<file path="config.mk">
export PLATFORM = sky130hd
export DESIGN_NAME = resource_archive_parser
export DESIGN_NICKNAME = d
export VERILOG_FILES = /design/src/hw/rtl/rap_pkg.sv /design/src/hw/rtl/resource_archive_parser.sv /design/src/hw/rtl/rap_front.sv /design/src/hw/rtl/rap_queue.sv /design/src/hw/rtl/rap_back.sv
export SDC_FILE = /design/constraint.sdc
export NUM_CORES = 1
export LEC_CHECK = 0
export ABC_CLOCK_PERIOD_IN_PS = 14080
export BUFFER_PORTS_ARGS = -buffer_cell sky130_fd_sc_hd__buf_2
export CAP_MARGIN = 20
export CORE_MARGIN = 3
export CORE_UTILIZATION = 51
export DETAILED_ROUTE_END_ITERATION = 12
export GPL_TIMING_DRIVEN = 0
export PLACE_DENSITY = 0.67
export RECOVER_POWER = 25
export SKIP_CTS_REPAIR_TIMING = 1
export SLEW_MARGIN = 20
export SYNTH_ARGS = -nofsm -noshare
export SYNTH_HDL_FRONTEND = slang
export SYNTH_SLANG_ARGS = --single-unit
</file>
<file path="constraint.sdc">
create_clock -name clk -period 14.08 [get_ports clk]
set_clock_uncertainty 0.05 [all_clocks]
set_input_delay 1.408 -clock clk [delete_from_list [all_inputs] [get_ports clk]]
set_output_delay 1.408 -clock clk [all_outputs]
set_load 0.005 [all_outputs]
</file>
<file path="src/hw/rtl/rap_pkg.sv">
// rap_pkg: types, codes and constants for the resource archive parser
// used by every module of the block; no dependencies
`default_nettype none

package rap_pkg;

	localparam int QUEUE_DEPTH = 4;

	localparam logic [7:0] SIG_BYTE0 = 8'h00;
	localparam logic [7:0] SIG_BYTE1 = 8'h45;
	localparam logic [7:0] SIG_BYTE2 = 8'h52;
	localparam logic [7:0] SIG_BYTE3 = 8'h4D;

	localparam logic [1:0] LEAD_TYPE = 2'b00;
	localparam logic [1:0] LEAD_RID  = 2'b01;
	localparam logic [1:0] LEAD_LEN  = 2'b10;

	typedef enum logic [2:0] {
		PH_SIG  = 3'd0,
		PH_LEAD = 3'd1,
		PH_RID  = 3'd2,
		PH_LEN1 = 3'd3,
		PH_LEN2 = 3'd4,
		PH_DATA = 3'd5,
		PH_DONE = 3'd6,
		PH_HALT = 3'd7
	} phase_t;

	typedef enum logic [1:0] {
		KIND_DATA  = 2'd0,
		KIND_END   = 2'd1,
		KIND_ERROR = 2'd2
	} kind_t;

	typedef enum logic [2:0] {
		ERR_SIG   = 3'd0,
		ERR_TRUNC = 3'd1,
		ERR_TYPE  = 3'd2,
		ERR_ID    = 3'd3,
		ERR_LEAD  = 3'd4
	} err_t;

	typedef struct packed {
		logic [7:0] stream_byte;
		logic       final_byte;
	} item_t;

	typedef struct packed {
		kind_t       kind;
		logic [7:0]  type_id;
		logic [15:0] resource_id;
		logic [7:0]  data_byte;
		logic        first_of_resource;
		logic        last_of_resource;
		logic [22:0] resource_length;
		err_t        error_code;
	} result_t;

	// one queue entry: a primary result and an optional trailing error
	typedef struct packed {
		kind_t       kind;
		logic [7:0]  type_id;
		logic [15:0] res1;
		logic [7:0]  data_byte;
		logic        first;
		logic        last;
		logic [22:0] length;
		err_t        err;
		logic        two;
		logic [15:0] res2;
		err_t        err2;
	} entry_t;

	function automatic logic [7:0] sig_byte(input logic [1:0] idx);
		logic [7:0] v;
		case (idx)
			2'd0: v = SIG_BYTE0;
			2'd1: v = SIG_BYTE1;
			2'd2: v = SIG_BYTE2;
			2'd3: v = SIG_BYTE3;
			default: v = SIG_BYTE0;
		endcase
		return v;
	endfunction

endpackage

`default_nettype wire

</file>
<file path="src/hw/rtl/resource_archive_parser.sv">
// resource archive parser: one archive byte per item, payload bytes and status out
// a result passes through the queue and then the output register before it is valid
// throughput: one item per cycle unless item_stall; one result per cycle unless result_stall
// two results for a payload byte that ends in error; such an item holds the queue head for both
// reset: arst_n clears the queue and the output valid and returns parsing to the signature
`default_nettype none

module resource_archive_parser #(
	parameter int QueueDepth = rap_pkg::QUEUE_DEPTH
) (
	input  wire logic             clk,
	input  wire logic             arst_n,
	input  wire logic             item_valid,
	output logic                  item_stall,
	input  wire rap_pkg::item_t   item,
	output logic                  result_valid,
	input  wire logic             result_stall,
	output rap_pkg::result_t      result
);

	logic            accept;
	logic            push;
	rap_pkg::entry_t push_entry;
	logic            pop;
	rap_pkg::entry_t head;
	logic            q_empty;
	logic            q_full;

	assign item_stall = q_full;
	assign accept     = item_valid && !q_full;

	rap_front u_front (
		.clk        (clk),
		.arst_n     (arst_n),
		.accept     (accept),
		.item       (item),
		.push       (push),
		.push_entry (push_entry)
	);

	rap_queue #(
		.Depth (QueueDepth)
	) u_queue (
		.clk        (clk),
		.arst_n     (arst_n),
		.push       (push),
		.push_entry (push_entry),
		.pop        (pop),
		.head       (head),
		.empty      (q_empty),
		.full       (q_full)
	);

	rap_back u_back (
		.clk          (clk),
		.arst_n       (arst_n),
		.head         (head),
		.empty        (q_empty),
		.pop          (pop),
		.result_valid (result_valid),
		.result_stall (result_stall),
		.result       (result)
	);

	a_nondata_clean: assert property (@(posedge clk) disable iff (!arst_n)
		result_valid && result.kind != rap_pkg::KIND_DATA |->
			result.data_byte == 8'h00 && !result.first_of_resource &&
			!result.last_of_resource && result.resource_length == 23'd0)
		else $error("non-payload result carries payload fields");

	a_single_byte: assert property (@(posedge clk) disable iff (!arst_n)
		result_valid && result.kind == rap_pkg::KIND_DATA &&
			result.first_of_resource && result.last_of_resource |->
			result.resource_length == 23'd1)
		else $error("first and last on a resource longer than one byte");

	a_data_len: assert property (@(posedge clk) disable iff (!arst_n)
		result_valid && result.kind == rap_pkg::KIND_DATA |->
			result.resource_length != 23'd0)
		else $error("payload byte with zero resource length");

	a_push_space: assert property (@(posedge clk) disable iff (!arst_n)
		push |-> !q_full)
		else $error("entry pushed into a full queue");

endmodule

`default_nettype wire

</file>
<file path="src/hw/rtl/rap_front.sv">
// rap_front: byte parser; tracks archive state and builds queue entries
// depends on rap_pkg
`default_nettype none

module rap_front (
	input  wire logic            clk,
	input  wire logic            arst_n,
	input  wire logic            accept,
	input  wire rap_pkg::item_t  item,
	output logic                 push,
	output rap_pkg::entry_t      push_entry
);

	rap_pkg::phase_t phase_q, phase_d;
	logic [1:0]  cnt_q, cnt_d;
	logic [7:0]  type_q, type_d;
	logic [15:0] res_q, res_d;
	logic [13:0] hdr_q, hdr_d;
	logic [22:0] left_q, left_d;
	logic [22:0] len_q, len_d;
	logic        push_raw;
	rap_pkg::entry_t ent;

	logic [7:0]  b;
	logic        fin;
	logic        sig_ok;
	logic [8:0]  type_sum;
	logic [16:0] rid_sum;
	logic [16:0] res_inc;
	logic [22:0] len_new;
	logic        is_first;
	logic        is_last;

	assign b        = item.stream_byte;
	assign fin      = item.final_byte;
	assign sig_ok   = (b == rap_pkg::sig_byte(cnt_q));
	assign type_sum = {1'b0, type_q} + {1'b0, b};
	assign rid_sum  = {1'b0, res_q} + {3'b000, hdr_q[5:0], b} + 17'd1;
	assign res_inc  = {1'b0, res_q} + 17'd1;
	assign len_new  = {1'b0, hdr_q, b} + 23'd1;
	assign is_first = (left_q == len_q);
	assign is_last  = (left_q <= 23'd1);

	// next phase
	always_comb begin
		phase_d = phase_q;
		case (phase_q)
			rap_pkg::PH_SIG: begin
				if (!sig_ok || fin) begin
					phase_d = rap_pkg::PH_HALT;
				end else if (cnt_q == 2'd3) begin
					phase_d = rap_pkg::PH_LEAD;
				end
			end
			rap_pkg::PH_LEAD: begin
				if (b == 8'h00) begin
					phase_d = rap_pkg::PH_DONE;
				end else begin
					case (b[7:6])
						rap_pkg::LEAD_TYPE: phase_d = (type_sum[8] || fin) ?
							rap_pkg::PH_HALT : rap_pkg::PH_LEAD;
						rap_pkg::LEAD_RID: phase_d = fin ? rap_pkg::PH_HALT : rap_pkg::PH_RID;
						rap_pkg::LEAD_LEN: phase_d = fin ? rap_pkg::PH_HALT : rap_pkg::PH_LEN1;
						default: phase_d = rap_pkg::PH_HALT;
					endcase
				end
			end
			rap_pkg::PH_RID: begin
				phase_d = (rid_sum[16] || fin) ? rap_pkg::PH_HALT : rap_pkg::PH_LEAD;
			end
			rap_pkg::PH_LEN1: begin
				phase_d = fin ? rap_pkg::PH_HALT : rap_pkg::PH_LEN2;
			end
			rap_pkg::PH_LEN2: begin
				phase_d = fin ? rap_pkg::PH_HALT : rap_pkg::PH_DATA;
			end
			rap_pkg::PH_DATA: begin
				if (fin || (is_last && res_inc[16])) begin
					phase_d = rap_pkg::PH_HALT;
				end else if (is_last) begin
					phase_d = rap_pkg::PH_LEAD;
				end
			end
			default: phase_d = phase_q;
		endcase
	end

	// datapath and entry
	always_comb begin
		cnt_d    = cnt_q;
		type_d   = type_q;
		res_d    = res_q;
		hdr_d    = hdr_q;
		left_d   = left_q;
		len_d    = len_q;
		push_raw = 1'b0;
		ent      = '0;
		case (phase_q)
			rap_pkg::PH_SIG: begin
				if (!sig_ok) begin
					push_raw = 1'b1;
					ent.kind = rap_pkg::KIND_ERROR;
					ent.err  = rap_pkg::ERR_SIG;
				end else if (fin) begin
					push_raw = 1'b1;
					ent.kind = rap_pkg::KIND_ERROR;
					ent.err  = (cnt_q == 2'd3) ? rap_pkg::ERR_TRUNC : rap_pkg::ERR_SIG;
				end else if (cnt_q != 2'd3) begin
					cnt_d = cnt_q + 2'd1;
				end
			end
			rap_pkg::PH_LEAD: begin
				if (b == 8'h00) begin
					push_raw = 1'b1;
					ent.kind = rap_pkg::KIND_END;
				end else begin
					case (b[7:6])
						rap_pkg::LEAD_TYPE: begin
							if (type_sum[8]) begin
								push_raw = 1'b1;
								ent.kind = rap_pkg::KIND_ERROR;
								ent.err  = rap_pkg::ERR_TYPE;
							end else begin
								type_d = type_sum[7:0];
								res_d  = 16'd1;
								if (fin) begin
									push_raw = 1'b1;
									ent.kind = rap_pkg::KIND_ERROR;
									ent.err  = rap_pkg::ERR_TRUNC;
								end
							end
						end
						rap_pkg::LEAD_RID, rap_pkg::LEAD_LEN: begin
							hdr_d = {8'h00, b[5:0]};
							if (fin) begin
								push_raw = 1'b1;
								ent.kind = rap_pkg::KIND_ERROR;
								ent.err  = rap_pkg::ERR_TRUNC;
							end
						end
						default: begin
							push_raw = 1'b1;
							ent.kind = rap_pkg::KIND_ERROR;
							ent.err  = rap_pkg::ERR_LEAD;
						end
					endcase
				end
			end
			rap_pkg::PH_RID: begin
				if (rid_sum[16]) begin
					push_raw = 1'b1;
					ent.kind = rap_pkg::KIND_ERROR;
					ent.err  = rap_pkg::ERR_ID;
				end else begin
					res_d = rid_sum[15:0];
					if (fin) begin
						push_raw = 1'b1;
						ent.kind = rap_pkg::KIND_ERROR;
						ent.err  = rap_pkg::ERR_TRUNC;
					end
				end
			end
			rap_pkg::PH_LEN1: begin
				hdr_d = {hdr_q[5:0], b};
				if (fin) begin
					push_raw = 1'b1;
					ent.kind = rap_pkg::KIND_ERROR;
					ent.err  = rap_pkg::ERR_TRUNC;
				end
			end
			rap_pkg::PH_LEN2: begin
				len_d  = len_new;
				left_d = len_new;
				if (fin) begin
					push_raw = 1'b1;
					ent.kind = rap_pkg::KIND_ERROR;
					ent.err  = rap_pkg::ERR_TRUNC;
				end
			end
			rap_pkg::PH_DATA: begin
				push_raw       = 1'b1;
				ent.kind       = rap_pkg::KIND_DATA;
				ent.res1       = res_q;
				ent.data_byte  = b;
				ent.first      = is_first;
				ent.last       = is_last;
				ent.length     = len_q;
				if (is_last) begin
					left_d = '0;
					if (res_inc[16]) begin
						ent.two  = 1'b1;
						ent.err2 = rap_pkg::ERR_ID;
					end else begin
						res_d = res_inc[15:0];
						if (fin) begin
							ent.two  = 1'b1;
							ent.err2 = rap_pkg::ERR_TRUNC;
						end
					end
				end else begin
					left_d = left_q - 23'd1;
					if (fin) begin
						ent.two  = 1'b1;
						ent.err2 = rap_pkg::ERR_TRUNC;
					end
				end
			end
			default: push_raw = 1'b0;
		endcase
		ent.type_id = type_d;
		ent.res2    = res_d;
		if (ent.kind != rap_pkg::KIND_DATA) begin
			ent.res1 = res_d;
		end
	end

	assign push       = accept && push_raw;
	assign push_entry = ent;

	always_ff @(posedge clk or negedge arst_n) begin
		if (!arst_n) begin
			phase_q <= rap_pkg::PH_SIG;
			cnt_q   <= '0;
			type_q  <= 8'd1;
			res_q   <= 16'd1;
			hdr_q   <= '0;
			left_q  <= '0;
			len_q   <= '0;
		end else if (accept) begin
			phase_q <= phase_d;
			cnt_q   <= cnt_d;
			type_q  <= type_d;
			res_q   <= res_d;
			hdr_q   <= hdr_d;
			left_q  <= left_d;
			len_q   <= len_d;
		end
	end

endmodule

`default_nettype wire

</file>
<file path="src/hw/rtl/rap_queue.sv">
// rap_queue: short entry queue between parser and result emitter
// depends on rap_pkg
`default_nettype none

module rap_queue #(
	parameter int Depth = rap_pkg::QUEUE_DEPTH
) (
	input  wire logic             clk,
	input  wire logic             arst_n,
	input  wire logic             push,
	input  wire rap_pkg::entry_t  push_entry,
	input  wire logic             pop,
	output rap_pkg::entry_t       head,
	output logic                  empty,
	output logic                  full
);

	localparam int PW = (Depth > 1) ? $clog2(Depth) : 1;
	localparam int CW = $clog2(Depth + 1);

	rap_pkg::entry_t slot_q [Depth];
	logic [PW-1:0] wr_q;
	logic [PW-1:0] rd_q;
	logic [CW-1:0] count_q;
	logic          do_push;
	logic          do_pop;

	assign empty   = (count_q == '0);
	assign full    = (count_q == CW'(Depth));
	assign do_push = push && !full;
	assign do_pop  = pop && !empty;
	assign head    = slot_q[rd_q];

	always_ff @(posedge clk) begin
		if (do_push) begin
			slot_q[wr_q] <= push_entry;
		end
	end

	always_ff @(posedge clk or negedge arst_n) begin
		if (!arst_n) begin
			wr_q    <= '0;
			rd_q    <= '0;
			count_q <= '0;
		end else begin
			if (do_push) begin
				wr_q <= (wr_q == PW'(Depth - 1)) ? '0 : wr_q + PW'(1);
			end
			if (do_pop) begin
				rd_q <= (rd_q == PW'(Depth - 1)) ? '0 : rd_q + PW'(1);
			end
			if (do_push && !do_pop) begin
				count_q <= count_q + CW'(1);
			end else if (do_pop && !do_push) begin
				count_q <= count_q - CW'(1);
			end
		end
	end

endmodule

`default_nettype wire

</file>
<file path="src/hw/rtl/rap_back.sv">
// rap_back: emits one or two results per queue entry through an output register
// depends on rap_pkg
`default_nettype none

module rap_back (
	input  wire logic             clk,
	input  wire logic             arst_n,
	input  wire rap_pkg::entry_t  head,
	input  wire logic             empty,
	output logic                  pop,
	output logic                  result_valid,
	input  wire logic             result_stall,
	output rap_pkg::result_t      result
);

	logic             valid_q;
	logic             sub_q;
	rap_pkg::result_t res_q;
	rap_pkg::result_t next_res;
	logic             load;

	assign load = !valid_q || !result_stall;
	assign pop  = load && !empty && (!head.two || sub_q);

	always_comb begin
		next_res = '0;
		next_res.type_id = head.type_id;
		if (sub_q) begin
			next_res.kind        = rap_pkg::KIND_ERROR;
			next_res.resource_id = head.res2;
			next_res.error_code  = head.err2;
		end else begin
			next_res.kind              = head.kind;
			next_res.resource_id       = head.res1;
			next_res.data_byte         = head.data_byte;
			next_res.first_of_resource = head.first;
			next_res.last_of_resource  = head.last;
			next_res.resource_length   = head.length;
			next_res.error_code        = head.err;
		end
	end

	always_ff @(posedge clk) begin
		if (load && !empty) begin
			res_q <= next_res;
		end
	end

	always_ff @(posedge clk or negedge arst_n) begin
		if (!arst_n) begin
			valid_q <= 1'b0;
			sub_q   <= 1'b0;
		end else if (load) begin
			valid_q <= !empty;
			if (!empty) begin
				sub_q <= head.two && !sub_q;
			end
		end
	end

	assign result_valid = valid_q;
	assign result       = res_q;

endmodule

`default_nettype wire
</file>
==> run metrics <==
Final Util=58.9%; DR DRC count=0; 1st-pass router iterations=8; CP startpoint kind=input port; yosys warns=0; overall power=about 3.7 mW; Initial Util=52.2%; hold slack=0.424 ns; post-synth cell types=74; sequential area share after synthesis=64.6%; crit path time final=5.94 ns; largest net degree at the start of global routing=75; Die Ht=about 210 um; CP cell instances=clkbuf_1 -> clkbuf_1; Clock transition at path regs=0.06 ns; CP delay by family, top=buffers and inverters; Final #Nets=1738; input/output buffers=76; #FFs+latches synth=480; Syn Area/Cell=14.0 um2; critical path endpoint category=asynchronous set/reset pin; Critical Path AT=about 5.6 ns; H-tree depth=2; CTS Sinks=480; Fin. Hold Viols=0; fmax=0.168 GHz; Top FF cell, synth=edfxtp_1; Core Area=0.0413 mm2; CTS tree=yes; actual slew at the worst max-slew pin=4.13 ns; slowest stage cell on the critical path=clkbuf_1; Layout area overhead=12.9%; CP bufs+invs=2; TritonCTS Buffers=48; die area=between 0.04 and 0.05 mm2; GPL Wtd Cong=0.950; fillcell total=3319; CP max FO=74; dominant cell type by area after synthesis=edfxtp_1; clk buf depth=3; top cells by area, synth=edfxtp_1, dfrtp_1, mux4_2; share of cells above drive strength 1=14.5%; worst-skew pair later-pin latency=0.59 ns; setup violators final=0; max_cap viols=2; Worst path max stage delay=between 2 and 3 ns; Crit Path Class=input port to asynchronous set/reset pin; CTS root buf=clkbuf_16; GRT Util Overall=24.5%; total length of routed wires=53400 um; DRT antenna net count=0; max-slew violation count=101; most used cell, CP=clkbuf_1; final instance area=between 0.02 and 0.025 mm2; PwrDens=roughly 150 mW/mm2; Max IR drop VDD=108 uV; die outline width=212 um; Initial DRC Count=1105; Pleak=9.00 nW; Synthesized Nets=1603; fin crit share=42.2%; Post-Synthesis Cells=1546; EDFF count, synth=382; CP required=13.76 ns; top-level port count=77; combined area of the multi-input logic cells=0.00724 mm2; vias in the first global route=between 10000 and 15000; ys async rst share=about a fifth; mapped cell area=about 0.022 mm2; initial antenna violation count=0; Post-DP Area=0.0229 mm2; TNS Setup=0 ns; failing checks=capacitance limit, slew limit; HPWL Detailed=approximately 37000 um; Rows=74; Via density=around 6; DR WL/cell=23.7 um; RSZ-0062 raised after global routing=false; outcome=complete, but fails checks; max_slew headroom=-175%; post-synth top area share=53.2%; global-route wire length before repair=82300 um; Tightest Hold Check Type=flop to flop; grt total ovfl=0; register area=between 0.01 and 0.015 mm2; via count=13512; Ant. Diodes=0
logic make-up after synthesis:
family / share of synthesized area (%)
simple gates: 10.8
flops: 64.6
buf+inv: 1.94
compound gates: 7.75
mux: 9.41
xor+xnor: 2.84
fa+ha+maj: 2.66
through the flow:
stage,instances,setup slack [ns]
after floorplan,1546,8.00
after global placement,2154,4.71
after detailed placement,2163,7.91
after CTS,2251,8.52
after global routing,2251,7.29
final,2251,8.14
power by group:
| group | leakage (nW) | total [mW] | switching [mW] | internal [mW] |
|---|---|---|---|---|
| combinational | 3.40 | 0.703 | 0.434 | 0.269 |
| sequential | 4.83 | 1.69 | 0.0391 | 1.65 |
| clock | 0.767 | 1.29 | 0.529 | 0.765 |
| total | 9.00 | 3.68 | 1.00 | 2.68 |
final timing paths:
| kind | start | end | slack (ns) | cells past startpoint |
|---|---|---|---|---|
| setup / recovery | arst_n | u_front.len_q[22] | 8.14 | 2 |
| hold / removal | u_front.type_q[0] | u_front.type_q[0] | 0.42 | 2 |
| setup reg to reg | u_front.res_q[0] | u_queue.slot_q[3][62] | 9.20 | 12 |
| hold reg to reg | u_front.type_q[0] | u_front.type_q[0] | 0.42 | 2 |
| max in group clk | item[1] | u_queue.slot_q[3][62] | 8.55 | 13 |
| min in group asynchronous | arst_n | u_front.type_q[2] | 1.17 | 1 |
worst reg2reg max path: cells and delay by family (launching register included):
family                   cells  cell delay [ns]
AO/OA/AOI/OAI                4             1.63
AND/OR/NAND/NOR              3             0.89
adder cells (fa/ha/maj)      2             0.67
buffers and inverters        3             0.65
flip-flops                   1             0.60
placed cells by master, fill, tap and decap left out, drive strengths merged, types with 25 or more instances in the layout:
cell type	n
and3	39
inv	29
xnor2	39
and2	44
ha	41
nand2	199
o21ai	95
nor3	25
buf	75
clkbuf	156
nand3	33
edfxtp	382
nor2	78
dfrtp	96
a21oi	49
mux4	80
xor2	31
area by class of cell:
cell class / count / area share [%]
repair buffers: 85 / 2.01
clock inverters: 20 / 1.18
clock buffers: 68 / 5.41
flip-flops and latches: 480 / 57.2
inverters: 29 / 0.447
plain buffers: 78 / 1.27
well taps: 532 / 2.73
multi-input cells: 959 / 29.7
synthesized netlist by cell type, types with 14 or more instances:
library cell,n
and3_1,39
buf_1,14
dfrtp_1,96
edfxtp_1,382
inv_1,29
a21oi_1,49
and2_1,44
o21ai_0,82
ha_1,41
nor3_1,21
clkbuf_1,61
a21o_1,14
mux2_2,18
mux4_2,80
nand2_1,199
a22o_1,24
xnor2_1,39
xor2_1,31
nand3_1,33
nor2_1,77
layer usage:
metal | global-route usage [%] | wire, um
met1 | 37.5 | 24600
met2 | 36.8 | 24100
met3 | 4.92 | 3670
met4 | 5.59 | 993
met5 | 0 | 0
registers in the layout (all words and copies together), names as in the netlist:
signal and cells:
u_back.sub_q 1, u_queue.rd_q 2, u_front.left_q 23, u_back.result_valid 1
u_front.cnt_q 2, u_back.result 62, u_front.res_q 16, u_front.len_q 23
u_queue.count_q 3, u_front.hdr_q 14, u_queue.wr_q 2, u_front.phase_q 3
u_front.type_q 8, u_queue.slot_q 320
(Power assumes the default switching activity.)
